===== src/knn_pkg.sv =====
`timescale 1ns / 1ps
// ============================================================================
// knn_pkg
// Shared types, constants and the controller/datapath interface of the
// k-nearest-neighbor classifier.
// ============================================================================
package knn_pkg;

    localparam int KNN_MAX_SAMPLES = 256;
    localparam int KNN_K           = 5;
    localparam int KNN_FILL_W      = $clog2(KNN_K + 1);
    localparam int KNN_SAMPLE_W    = $clog2(KNN_MAX_SAMPLES);
    localparam int KNN_FEAT_W      = 8;
    localparam int KNN_SQ_W        = 2 * KNN_FEAT_W;
    localparam int KNN_WEIGHT_W    = 15;
    localparam int KNN_TERM_W      = KNN_SQ_W + KNN_WEIGHT_W;
    localparam int KNN_DIST_W      = 34;

    // round(2^24 / range^2), ranges 3.6, 2.4, 5.9, 2.4 cm in tenths
    localparam logic [KNN_WEIGHT_W-1:0] FEATURE_WEIGHT [4] =
        '{15'd12945, 15'd29127, 15'd4820, 15'd29127};

    typedef enum logic [2:0] {
        CFG_QUERY_A     = 3'd0,
        CFG_QUERY_B     = 3'd1,
        CFG_QUERY_C     = 3'd2,
        CFG_QUERY_D     = 3'd3,
        CFG_NEIGH_COUNT = 3'd4
    } cfg_index_t;

    typedef struct packed {
        logic [7:0] feature_a;
        logic [7:0] feature_b;
        logic [7:0] feature_c;
        logic [7:0] feature_d;
        logic [1:0] class_label;
        logic       final_sample;
    } sample_t;

    typedef struct packed {
        logic [2:0]            rank;
        logic [7:0]            neighbour_index;
        logic [1:0]            neighbour_label;
        logic [KNN_DIST_W-1:0] distance;
        logic [1:0]            prediction;
        logic                  last_result;
    } result_t;

    typedef enum logic [2:0] {
        ST_IDLE,
        ST_CALC,
        ST_DRAIN,
        ST_INSERT,
        ST_VOTE,
        ST_EMIT
    } state_t;

    typedef struct packed {
        logic       load;
        logic       square_en;
        logic [1:0] feat_sel;
        logic       insert;
        logic       vote;
        logic       emit_load;
        logic       clear_list;
    } cmd_t;

    typedef struct packed {
        logic final_sample;
        logic emit_last;
        logic out_free;
    } status_t;

endpackage


===== src/knn_ctrl.sv =====
`timescale 1ns / 1ps
// ============================================================================
// knn_ctrl
// Sequencer: feature-serial distance, list insert, vote and result emission.
// ============================================================================
module knn_ctrl
    import knn_pkg::*;
(
    input  logic    clk,
    input  logic    rst_n,
    input  logic    sample_valid,
    output logic    sample_stall,
    output cmd_t    cmd,
    input  status_t status
);

    state_t     state_reg, state_next;
    logic [1:0] cnt_reg, cnt_next;

    always_ff @(posedge clk or negedge rst_n)
    begin
        if (!rst_n)
        begin
            state_reg <= ST_IDLE;
            cnt_reg   <= 2'd0;
        end
        else
        begin
            state_reg <= state_next;
            cnt_reg   <= cnt_next;
        end
    end

    always_comb
    begin
        state_next = state_reg;
        cnt_next   = cnt_reg;
        case (state_reg)
            ST_IDLE:
            begin
                cnt_next = 2'd0;
                if (sample_valid)
                    state_next = ST_CALC;
            end
            ST_CALC:
            begin
                cnt_next = cnt_reg + 2'd1;
                if (cnt_reg == 2'd3)
                    state_next = ST_DRAIN;
            end
            ST_DRAIN:
            begin
                cnt_next = cnt_reg + 2'd1;
                if (cnt_reg == 2'd1)
                    state_next = ST_INSERT;
            end
            ST_INSERT:
            begin
                state_next = status.final_sample ? ST_VOTE : ST_IDLE;
            end
            ST_VOTE:
            begin
                state_next = ST_EMIT;
            end
            ST_EMIT:
            begin
                if (status.out_free && status.emit_last)
                    state_next = ST_IDLE;
            end
            default:
            begin
                state_next = ST_IDLE;
            end
        endcase
    end

    always_comb
    begin
        cmd          = '0;
        sample_stall = 1'b1;
        case (state_reg)
            ST_IDLE:
            begin
                sample_stall = 1'b0;
                cmd.load     = sample_valid;
            end
            ST_CALC:
            begin
                cmd.square_en = 1'b1;
                cmd.feat_sel  = cnt_reg;
            end
            ST_INSERT:
            begin
                cmd.insert = 1'b1;
            end
            ST_VOTE:
            begin
                cmd.vote = 1'b1;
            end
            ST_EMIT:
            begin
                cmd.emit_load  = status.out_free;
                cmd.clear_list = status.out_free && status.emit_last;
            end
            default:
            begin
                cmd = '0;
            end
        endcase
    end

endmodule


===== src/knn_datapath.sv =====
`timescale 1ns / 1ps
// ============================================================================
// knn_datapath
// Query registers, shared square/weight pipeline, sorted neighbor list,
// vote and output register.
// ============================================================================
module knn_datapath
    import knn_pkg::*;
(
    input  logic       clk,
    input  logic       rst_n,
    input  cmd_t       cmd,
    output status_t    status,
    input  sample_t    sample,
    output logic       result_valid,
    input  logic       result_stall,
    output result_t    result,
    input  logic       cfg_valid,
    input  logic       cfg_ready,
    input  logic [2:0] cfg_index,
    input  logic [7:0] cfg_data
);

    logic [7:0] query_a_reg, query_b_reg, query_c_reg, query_d_reg;
    logic [2:0] count_reg;

    sample_t                 cur_reg;
    logic [KNN_SQ_W-1:0]     sq_reg, sq_next;
    logic [1:0]              f1_reg;
    logic                    v1_reg, v2_reg;
    logic [KNN_TERM_W-1:0]   term_reg, term_next;
    logic [KNN_DIST_W-1:0]   acc_reg;

    logic [KNN_DIST_W-1:0]   best_dist_reg  [KNN_K];
    logic [KNN_DIST_W-1:0]   best_dist_next [KNN_K];
    logic [7:0]              best_idx_reg   [KNN_K];
    logic [7:0]              best_idx_next  [KNN_K];
    logic [1:0]              best_lab_reg   [KNN_K];
    logic [1:0]              best_lab_next  [KNN_K];
    logic [KNN_FILL_W-1:0]   filled_reg, filled_next;
    logic [KNN_SAMPLE_W-1:0] sample_num_reg;

    logic [KNN_FILL_W-1:0]   k_reg, k_next;
    logic [KNN_FILL_W-1:0]   rank_reg;
    logic [1:0]              pred_reg, pred_next;

    logic                    out_valid_reg;
    result_t                 out_reg, out_next;

    logic [7:0]              x_sel, q_sel, diff;
    logic [KNN_K-1:0]        stay;
    logic [KNN_FILL_W-1:0]   pos;
    logic [KNN_FILL_W-1:0]   k_clamp;
    logic [KNN_FILL_W-1:0]   votes [3];

    // configuration
    always_ff @(posedge clk or negedge rst_n)
    begin
        if (!rst_n)
        begin
            query_a_reg <= '0;
            query_b_reg <= '0;
            query_c_reg <= '0;
            query_d_reg <= '0;
            count_reg   <= 3'd1;
        end
        else if (cfg_valid && cfg_ready)
        begin
            case (cfg_index)
                CFG_QUERY_A:     query_a_reg <= cfg_data;
                CFG_QUERY_B:     query_b_reg <= cfg_data;
                CFG_QUERY_C:     query_c_reg <= cfg_data;
                CFG_QUERY_D:     query_d_reg <= cfg_data;
                CFG_NEIGH_COUNT: count_reg   <= cfg_data[2:0];
                default:         ;
            endcase
        end
    end

    // square and weight, one feature per cycle
    always_comb
    begin
        case (cmd.feat_sel)
            2'd0:
            begin
                x_sel = cur_reg.feature_a;
                q_sel = query_a_reg;
            end
            2'd1:
            begin
                x_sel = cur_reg.feature_b;
                q_sel = query_b_reg;
            end
            2'd2:
            begin
                x_sel = cur_reg.feature_c;
                q_sel = query_c_reg;
            end
            default:
            begin
                x_sel = cur_reg.feature_d;
                q_sel = query_d_reg;
            end
        endcase
        diff      = (x_sel >= q_sel) ? (x_sel - q_sel) : (q_sel - x_sel);
        sq_next   = KNN_SQ_W'(diff) * KNN_SQ_W'(diff);
        term_next = KNN_TERM_W'(sq_reg) * KNN_TERM_W'(FEATURE_WEIGHT[f1_reg]);
    end

    always_ff @(posedge clk)
    begin
        if (cmd.load)
            cur_reg <= sample;
        sq_reg   <= sq_next;
        f1_reg   <= cmd.feat_sel;
        term_reg <= term_next;
    end

    always_ff @(posedge clk or negedge rst_n)
    begin
        if (!rst_n)
        begin
            v1_reg  <= 1'b0;
            v2_reg  <= 1'b0;
            acc_reg <= '0;
        end
        else
        begin
            v1_reg <= cmd.square_en;
            v2_reg <= v1_reg;
            if (cmd.load)
                acc_reg <= '0;
            else if (v2_reg)
                acc_reg <= acc_reg + KNN_DIST_W'(term_reg);
        end
    end

    // parallel sorted insert; equal distances keep the earlier sample ahead
    always_comb
    begin
        pos = '0;
        for (int i = 0; i < KNN_K; i++)
        begin
            stay[i] = (KNN_FILL_W'(i) < filled_reg) && (best_dist_reg[i] <= acc_reg);
            pos     = pos + KNN_FILL_W'(stay[i]);
        end
        for (int i = 0; i < KNN_K; i++)
        begin
            best_dist_next[i] = best_dist_reg[i];
            best_idx_next[i]  = best_idx_reg[i];
            best_lab_next[i]  = best_lab_reg[i];
            if (!stay[i])
            begin
                if (KNN_FILL_W'(i) == pos)
                begin
                    best_dist_next[i] = acc_reg;
                    best_idx_next[i]  = 8'(sample_num_reg);
                    best_lab_next[i]  = cur_reg.class_label;
                end
                else if (i > 0)
                begin
                    best_dist_next[i] = best_dist_reg[(i > 0) ? i - 1 : 0];
                    best_idx_next[i]  = best_idx_reg[(i > 0) ? i - 1 : 0];
                    best_lab_next[i]  = best_lab_reg[(i > 0) ? i - 1 : 0];
                end
            end
        end
        filled_next = (filled_reg < KNN_FILL_W'(KNN_K)) ? filled_reg + 1'b1 : filled_reg;
    end

    always_ff @(posedge clk or negedge rst_n)
    begin
        if (!rst_n)
        begin
            for (int i = 0; i < KNN_K; i++)
            begin
                best_dist_reg[i] <= '1;
                best_idx_reg[i]  <= '0;
                best_lab_reg[i]  <= '0;
            end
            filled_reg     <= '0;
            sample_num_reg <= '0;
        end
        else if (cmd.clear_list)
        begin
            for (int i = 0; i < KNN_K; i++)
            begin
                best_dist_reg[i] <= '1;
                best_idx_reg[i]  <= '0;
                best_lab_reg[i]  <= '0;
            end
            filled_reg     <= '0;
            sample_num_reg <= '0;
        end
        else if (cmd.insert)
        begin
            for (int i = 0; i < KNN_K; i++)
            begin
                best_dist_reg[i] <= best_dist_next[i];
                best_idx_reg[i]  <= best_idx_next[i];
                best_lab_reg[i]  <= best_lab_next[i];
            end
            filled_reg     <= filled_next;
            sample_num_reg <= sample_num_reg + 1'b1;
        end
    end

    // neighbor count and majority vote; label 3 votes for nobody
    always_comb
    begin
        if (count_reg == 3'd0)
            k_clamp = KNN_FILL_W'(1);
        else if (32'(count_reg) > KNN_K)
            k_clamp = KNN_FILL_W'(KNN_K);
        else
            k_clamp = KNN_FILL_W'(count_reg);
        k_next = (k_clamp > filled_reg) ? filled_reg : k_clamp;

        for (int c = 0; c < 3; c++)
            votes[c] = '0;
        for (int i = 0; i < KNN_K; i++)
        begin
            if (KNN_FILL_W'(i) < k_next)
            begin
                case (best_lab_reg[i])
                    2'd0:    votes[0] = votes[0] + 1'b1;
                    2'd1:    votes[1] = votes[1] + 1'b1;
                    2'd2:    votes[2] = votes[2] + 1'b1;
                    default: ;
                endcase
            end
        end
        if (votes[0] >= votes[1] && votes[0] >= votes[2])
            pred_next = 2'd0;
        else if (votes[1] >= votes[2])
            pred_next = 2'd1;
        else
            pred_next = 2'd2;
    end

    always_ff @(posedge clk or negedge rst_n)
    begin
        if (!rst_n)
        begin
            k_reg    <= KNN_FILL_W'(1);
            rank_reg <= '0;
            pred_reg <= '0;
        end
        else if (cmd.vote)
        begin
            k_reg    <= k_next;
            rank_reg <= '0;
            pred_reg <= pred_next;
        end
        else if (cmd.emit_load)
        begin
            rank_reg <= rank_reg + 1'b1;
        end
    end

    // output register
    always_comb
    begin
        out_next.rank            = 3'(rank_reg);
        out_next.neighbour_index = best_idx_reg[rank_reg[$clog2(KNN_K)-1:0]];
        out_next.neighbour_label = best_lab_reg[rank_reg[$clog2(KNN_K)-1:0]];
        out_next.distance        = best_dist_reg[rank_reg[$clog2(KNN_K)-1:0]];
        out_next.prediction      = pred_reg;
        out_next.last_result     = status.emit_last;
    end

    always_ff @(posedge clk or negedge rst_n)
    begin
        if (!rst_n)
            out_valid_reg <= 1'b0;
        else if (cmd.emit_load)
            out_valid_reg <= 1'b1;
        else if (!result_stall)
            out_valid_reg <= 1'b0;
    end

    always_ff @(posedge clk)
    begin
        if (cmd.emit_load)
            out_reg <= out_next;
    end

    assign status.final_sample = cur_reg.final_sample;
    assign status.emit_last    = (rank_reg == k_reg - 1'b1);
    assign status.out_free     = !out_valid_reg || !result_stall;
    assign result_valid        = out_valid_reg;
    assign result              = out_reg;

    assert property (@(posedge clk) disable iff (!rst_n)
        filled_reg <= KNN_FILL_W'(KNN_K))
    else $error("neighbor list overfilled");

    generate
        for (genvar g = 0; g + 1 < KNN_K; g++)
        begin : g_sorted
            assert property (@(posedge clk) disable iff (!rst_n)
                best_dist_reg[g] <= best_dist_reg[g + 1])
            else $error("neighbor list out of order");
        end
    endgenerate

    assert property (@(posedge clk) disable iff (!rst_n)
        cmd.emit_load |-> (rank_reg < k_reg))
    else $error("emitting beyond neighbor count");

    assert property (@(posedge clk) disable iff (!rst_n)
        (cmd.emit_load && status.emit_last) |=> (result_valid && result.last_result))
    else $error("last transaction not flagged");

endmodule


===== src/knn_classifier.sv =====
`timescale 1ns / 1ps
// ============================================================================
// knn_classifier
// k-nearest-neighbor classifier, range-weighted squared Euclidean distance.
// ============================================================================
// Usage:
//   sample channel (sample_valid/sample_stall): one training sample per
//   transaction. A sample passes feature by feature through the shared
//   square/weight multiplier pipeline, which then drains; a parallel insert
//   into the five-entry list follows, and the block returns to idle, where
//   the next sample is accepted. No new sample is taken before then.
//   cfg channel (cfg_valid/cfg_ready): query point and neighbor count, index
//   0..4; ready is always high. Write only while the block is idle.
//   result channel (result_valid/result_stall): after a sample flagged
//   final_sample, a vote step, then k results (rank 0 first), one per
//   cycle while the receiver does not stall; last_result marks the last.
//   A stalled result holds in the output register; the next sample may be
//   accepted as soon as the last result of a query sits in that register.
//   Reset: query 0, neighbor count 1, empty list, sample numbering at 0.
// ============================================================================
module knn_classifier
    import knn_pkg::*;
(
    input  logic       clk,
    input  logic       rst_n,
    input  logic       sample_valid,
    output logic       sample_stall,
    input  sample_t    sample,
    output logic       result_valid,
    input  logic       result_stall,
    output result_t    result,
    input  logic       cfg_valid,
    output logic       cfg_ready,
    input  logic [2:0] cfg_index,
    input  logic [7:0] cfg_data
);

    cmd_t    cmd;
    status_t status;

    assign cfg_ready = 1'b1;

    knn_ctrl u_ctrl (
        .clk          (clk),
        .rst_n        (rst_n),
        .sample_valid (sample_valid),
        .sample_stall (sample_stall),
        .cmd          (cmd),
        .status       (status)
    );

    knn_datapath u_datapath (
        .clk          (clk),
        .rst_n        (rst_n),
        .cmd          (cmd),
        .status       (status),
        .sample       (sample),
        .result_valid (result_valid),
        .result_stall (result_stall),
        .result       (result),
        .cfg_valid    (cfg_valid),
        .cfg_ready    (cfg_ready),
        .cfg_index    (cfg_index),
        .cfg_data     (cfg_data)
    );

endmodule

===== config.mk =====
export PLATFORM = sky130hd
export DESIGN_NAME = knn_classifier
export DESIGN_NICKNAME = d
export VERILOG_FILES = /design/src/knn_pkg.sv /design/src/knn_ctrl.sv /design/src/knn_datapath.sv /design/src/knn_classifier.sv
export SDC_FILE = /design/constraint.sdc
export NUM_CORES = 2
export LEC_CHECK = 0
export ABC_AREA = 0
export BUFFER_PORTS_ARGS = -buffer_cell sky130_fd_sc_hd__buf_2
export CAP_MARGIN = 5
export CORE_UTILIZATION = 47
export CTS_CLUSTER_DIAMETER = 60
export DETAILED_ROUTE_END_ITERATION = 10
export PLACE_DENSITY = 0.59
export SYNTH_ARGS = -nofsm -noshare
export SYNTH_HDL_FRONTEND = slang
export SYNTH_SLANG_ARGS = --single-unit

===== constraint.sdc =====
create_clock -name clk -period 22 [get_ports clk]
set_input_delay 1.1 -clock clk [delete_from_list [all_inputs] [get_ports clk]]
set_output_delay 1.1 -clock clk [all_outputs]
set_load 0.05 [all_outputs]

==> flow_summary.yaml <==
worst_setup_path:
  path_class: "reg2reg"
  max_stage_delay_ns: 0.85
  start_kind: "flip-flop"
  crit_top_cell: "inv_1"
  arrival_ns: 9.09
  crit_path_end_kind: "flip-flop"
  critical_path_required_ns: 22.50
  cp_max_fo: 18
  critical_path.slowest_cell: "nor2_1"
die:
  start_util_pct: 47.8
  fp.dieH_um: 272
  die_area_um2: 74200
  io_pins: 104
  std_cell_rows: 98
  fp.dieW_um: 272
  core-area_um2: 71900
final_layout:
  fillers: 6529
  multiInputGateArea_um2: 21000
  nets: 4103
  final_cells: 4509
  regArea_um2: 11600
  area_growth_pct: 10.1
  antennaDiodeCount: 0
  largest_reg_flops: 170
  drive_above_1_share_pct: 15.2
grt:
  antenna_found_initial: 0
  grt_pass1_vias: 27100
  grt_usage_pct: 25.6
  grt-ovfl-total: 0
  grt_pass1_wl_um: 151000
  grt_max_degree: 122
clock_network:
  holdBufCountCts: 0
  cts_tree: "yes"
  cts_sinks: 449
  ctsResizeCount: 0
  root_buffer: "clkbuf_16"
  cts_buffer_depth: 3
  numCtsBuffers: 57
  post-cts-setup-buffers: 0
  cts.clk_slew.worst_paths_ns: 0.06
  htree_levels: 2
  clk_latency_ns: 0.64
synth:
  synth_simple_gate_area_share_pct: 11.8
  synth-seq-area-share_pct: 33.9
  synthTopCellsByCount: "400 x ha_1, 322 x inv_1, 313 x a21oi_1, 235 x nor2_1, 212 x nand2_1"
  synthXorXnorAreaFrac_pct: 2.44
  netlist_area_um2: 34400
  synth_ff_type: "dfstp_2"
  yosys-top-cells-area: "ha_1 15%, dfstp_2 13%, dfrtp_1 10%"
  synth_top_area_cell: "ha_1"
  synth_compound_area_share_pct: 14.2
  synth_edf_count: 85
  ys_types: 86
  synth_top_family_by_area: "adder cells"
  synth-seq-cells: 449
  synth_top_area_share_pct: 14.6
  syn_area_per_cell_um2: 9.91
  synth.mux.area_fraction_pct: 9.48
  async_flop_share_pct: 70.4
  yosys_warnings: 0
  yosys.area_share.adder_pct: 22.8
  synth_most_common_cell: "ha_1"
  synth_cells: 3467
place:
  io_buffers: 102
  dp_hpwl_um: 67700
  place_inst: 4401
  routabilityCongestion: 0.912
detailed_routing:
  drcViolationCount: 0
  via_count: 26300
  wirelength_um: 93700
  drtPass1Iterations: 6
  routedWlPerCell_um: 20.8
  ant_nets: 0
  vias_per_cell: 5.83
  drt_iter0_drc: 2015
sta:
  final_hold_viol_count: 0
  fin_setup_tns_ns: 0
  period_share_pct: 39.1
  tightest_slew_ns: 1.21
  setup_viol: 0
  post-route-min-period_ns: 8.60
  finalClockSkew_ns: 0.0455
  timing.max_slew.rel_slack_pct: 19.6
  slew_violations: 0
  max_freq_mhz: 116
  rsz0062_at_grt: "no"
outcome:
  run_status: "finished clean"
job:
  maxCapViolCount: 0
worst_hold_path:
  min_path_type: "reg2reg"
==> cell type report <==
class,instances,area share (%)
Multi-Input combinational cell,2542,55.5
Tap cell,950,3.14
Timing Repair Buffer,136,2.05
Sequential cell,449,30.8
Clock buffer,72,4.03
Clock inverter,36,1.33
Inverter,324,3.22
==> metrics by stage <==
step           worst slack (ns)  utilization (%)  instance area [um2]  hold WS, ns
2_1_floorplan             14.54                -                34400        0.331
3_3_place_gp              13.70             49.8                35800        0.338
3_5_place_dp              13.52             49.8                35800        0.343
5_1_grt                   12.60             52.6                37800        0.368
6_report                  13.40             52.6                37800        0.350
4_1_cts                   13.45             52.6                37800        0.356
==> final timing paths <==
path	start	end	slack (ns)	depth (start not counted)
worst min register to register	u_datapath.v1_reg	u_datapath.v2_reg	0.35	0
max in group asynchronous	rst_n	u_datapath.acc_reg[18]	19.86	2
worst max-delay path	u_ctrl.state_reg[2]	u_datapath.sq_reg[15]	13.40	34
worst max register to register	u_ctrl.state_reg[2]	u_datapath.sq_reg[15]	13.40	34
worst min-delay path	u_datapath.v1_reg	u_datapath.v2_reg	0.35	0
min in group asynchronous	rst_n	u_datapath.best_idx_reg[28]	0.55	1
==> placed cells by master (no fill, tap or decap), drive strengths merged, types with 142 or more instances in the layout <==
cell type	instances
mux2i	175
nand2	212
dfstp	172
inv	331
a21oi	316
dfrtp	144
nor3	165
nor2	237
ha	400
fa	142
==> metal layers <==
layer	wire length, um	vias to the layer above	track usage (%)
li1	-	12400	-
met1	42600	13100	34.8
met2	44600	601	43.1
met3	3970	141	2.95
met4	2510	0	7.35
met5	0	-	0
==> cells by family after synthesis <==
| group | Yosys count |
|---|---|
| DFF | 449 |
| xor gates and xnor gates | 93 |
| other | 2 |
| and+or+nand+nor | 860 |
| AOI/OAI and AO/OA | 776 |
| muxes | 263 |
| buffers and inverters | 482 |
| adders and majority gates | 542 |
==> critical path: cells and delay by family (launching register included) <==
kind	cells	cell delay (ns)
AO/OA/AOI/OAI	11	2.03
adder cells (fa/ha/maj)	7	2.60
flip-flops	1	0.49
XOR/XNOR	2	0.38
AND/OR/NAND/NOR	9	2.53
buffers and inverters	5	0.40
Power is not shown: default switching activity piles up to over one toggle a cycle in this logic, so the estimate is an artifact.
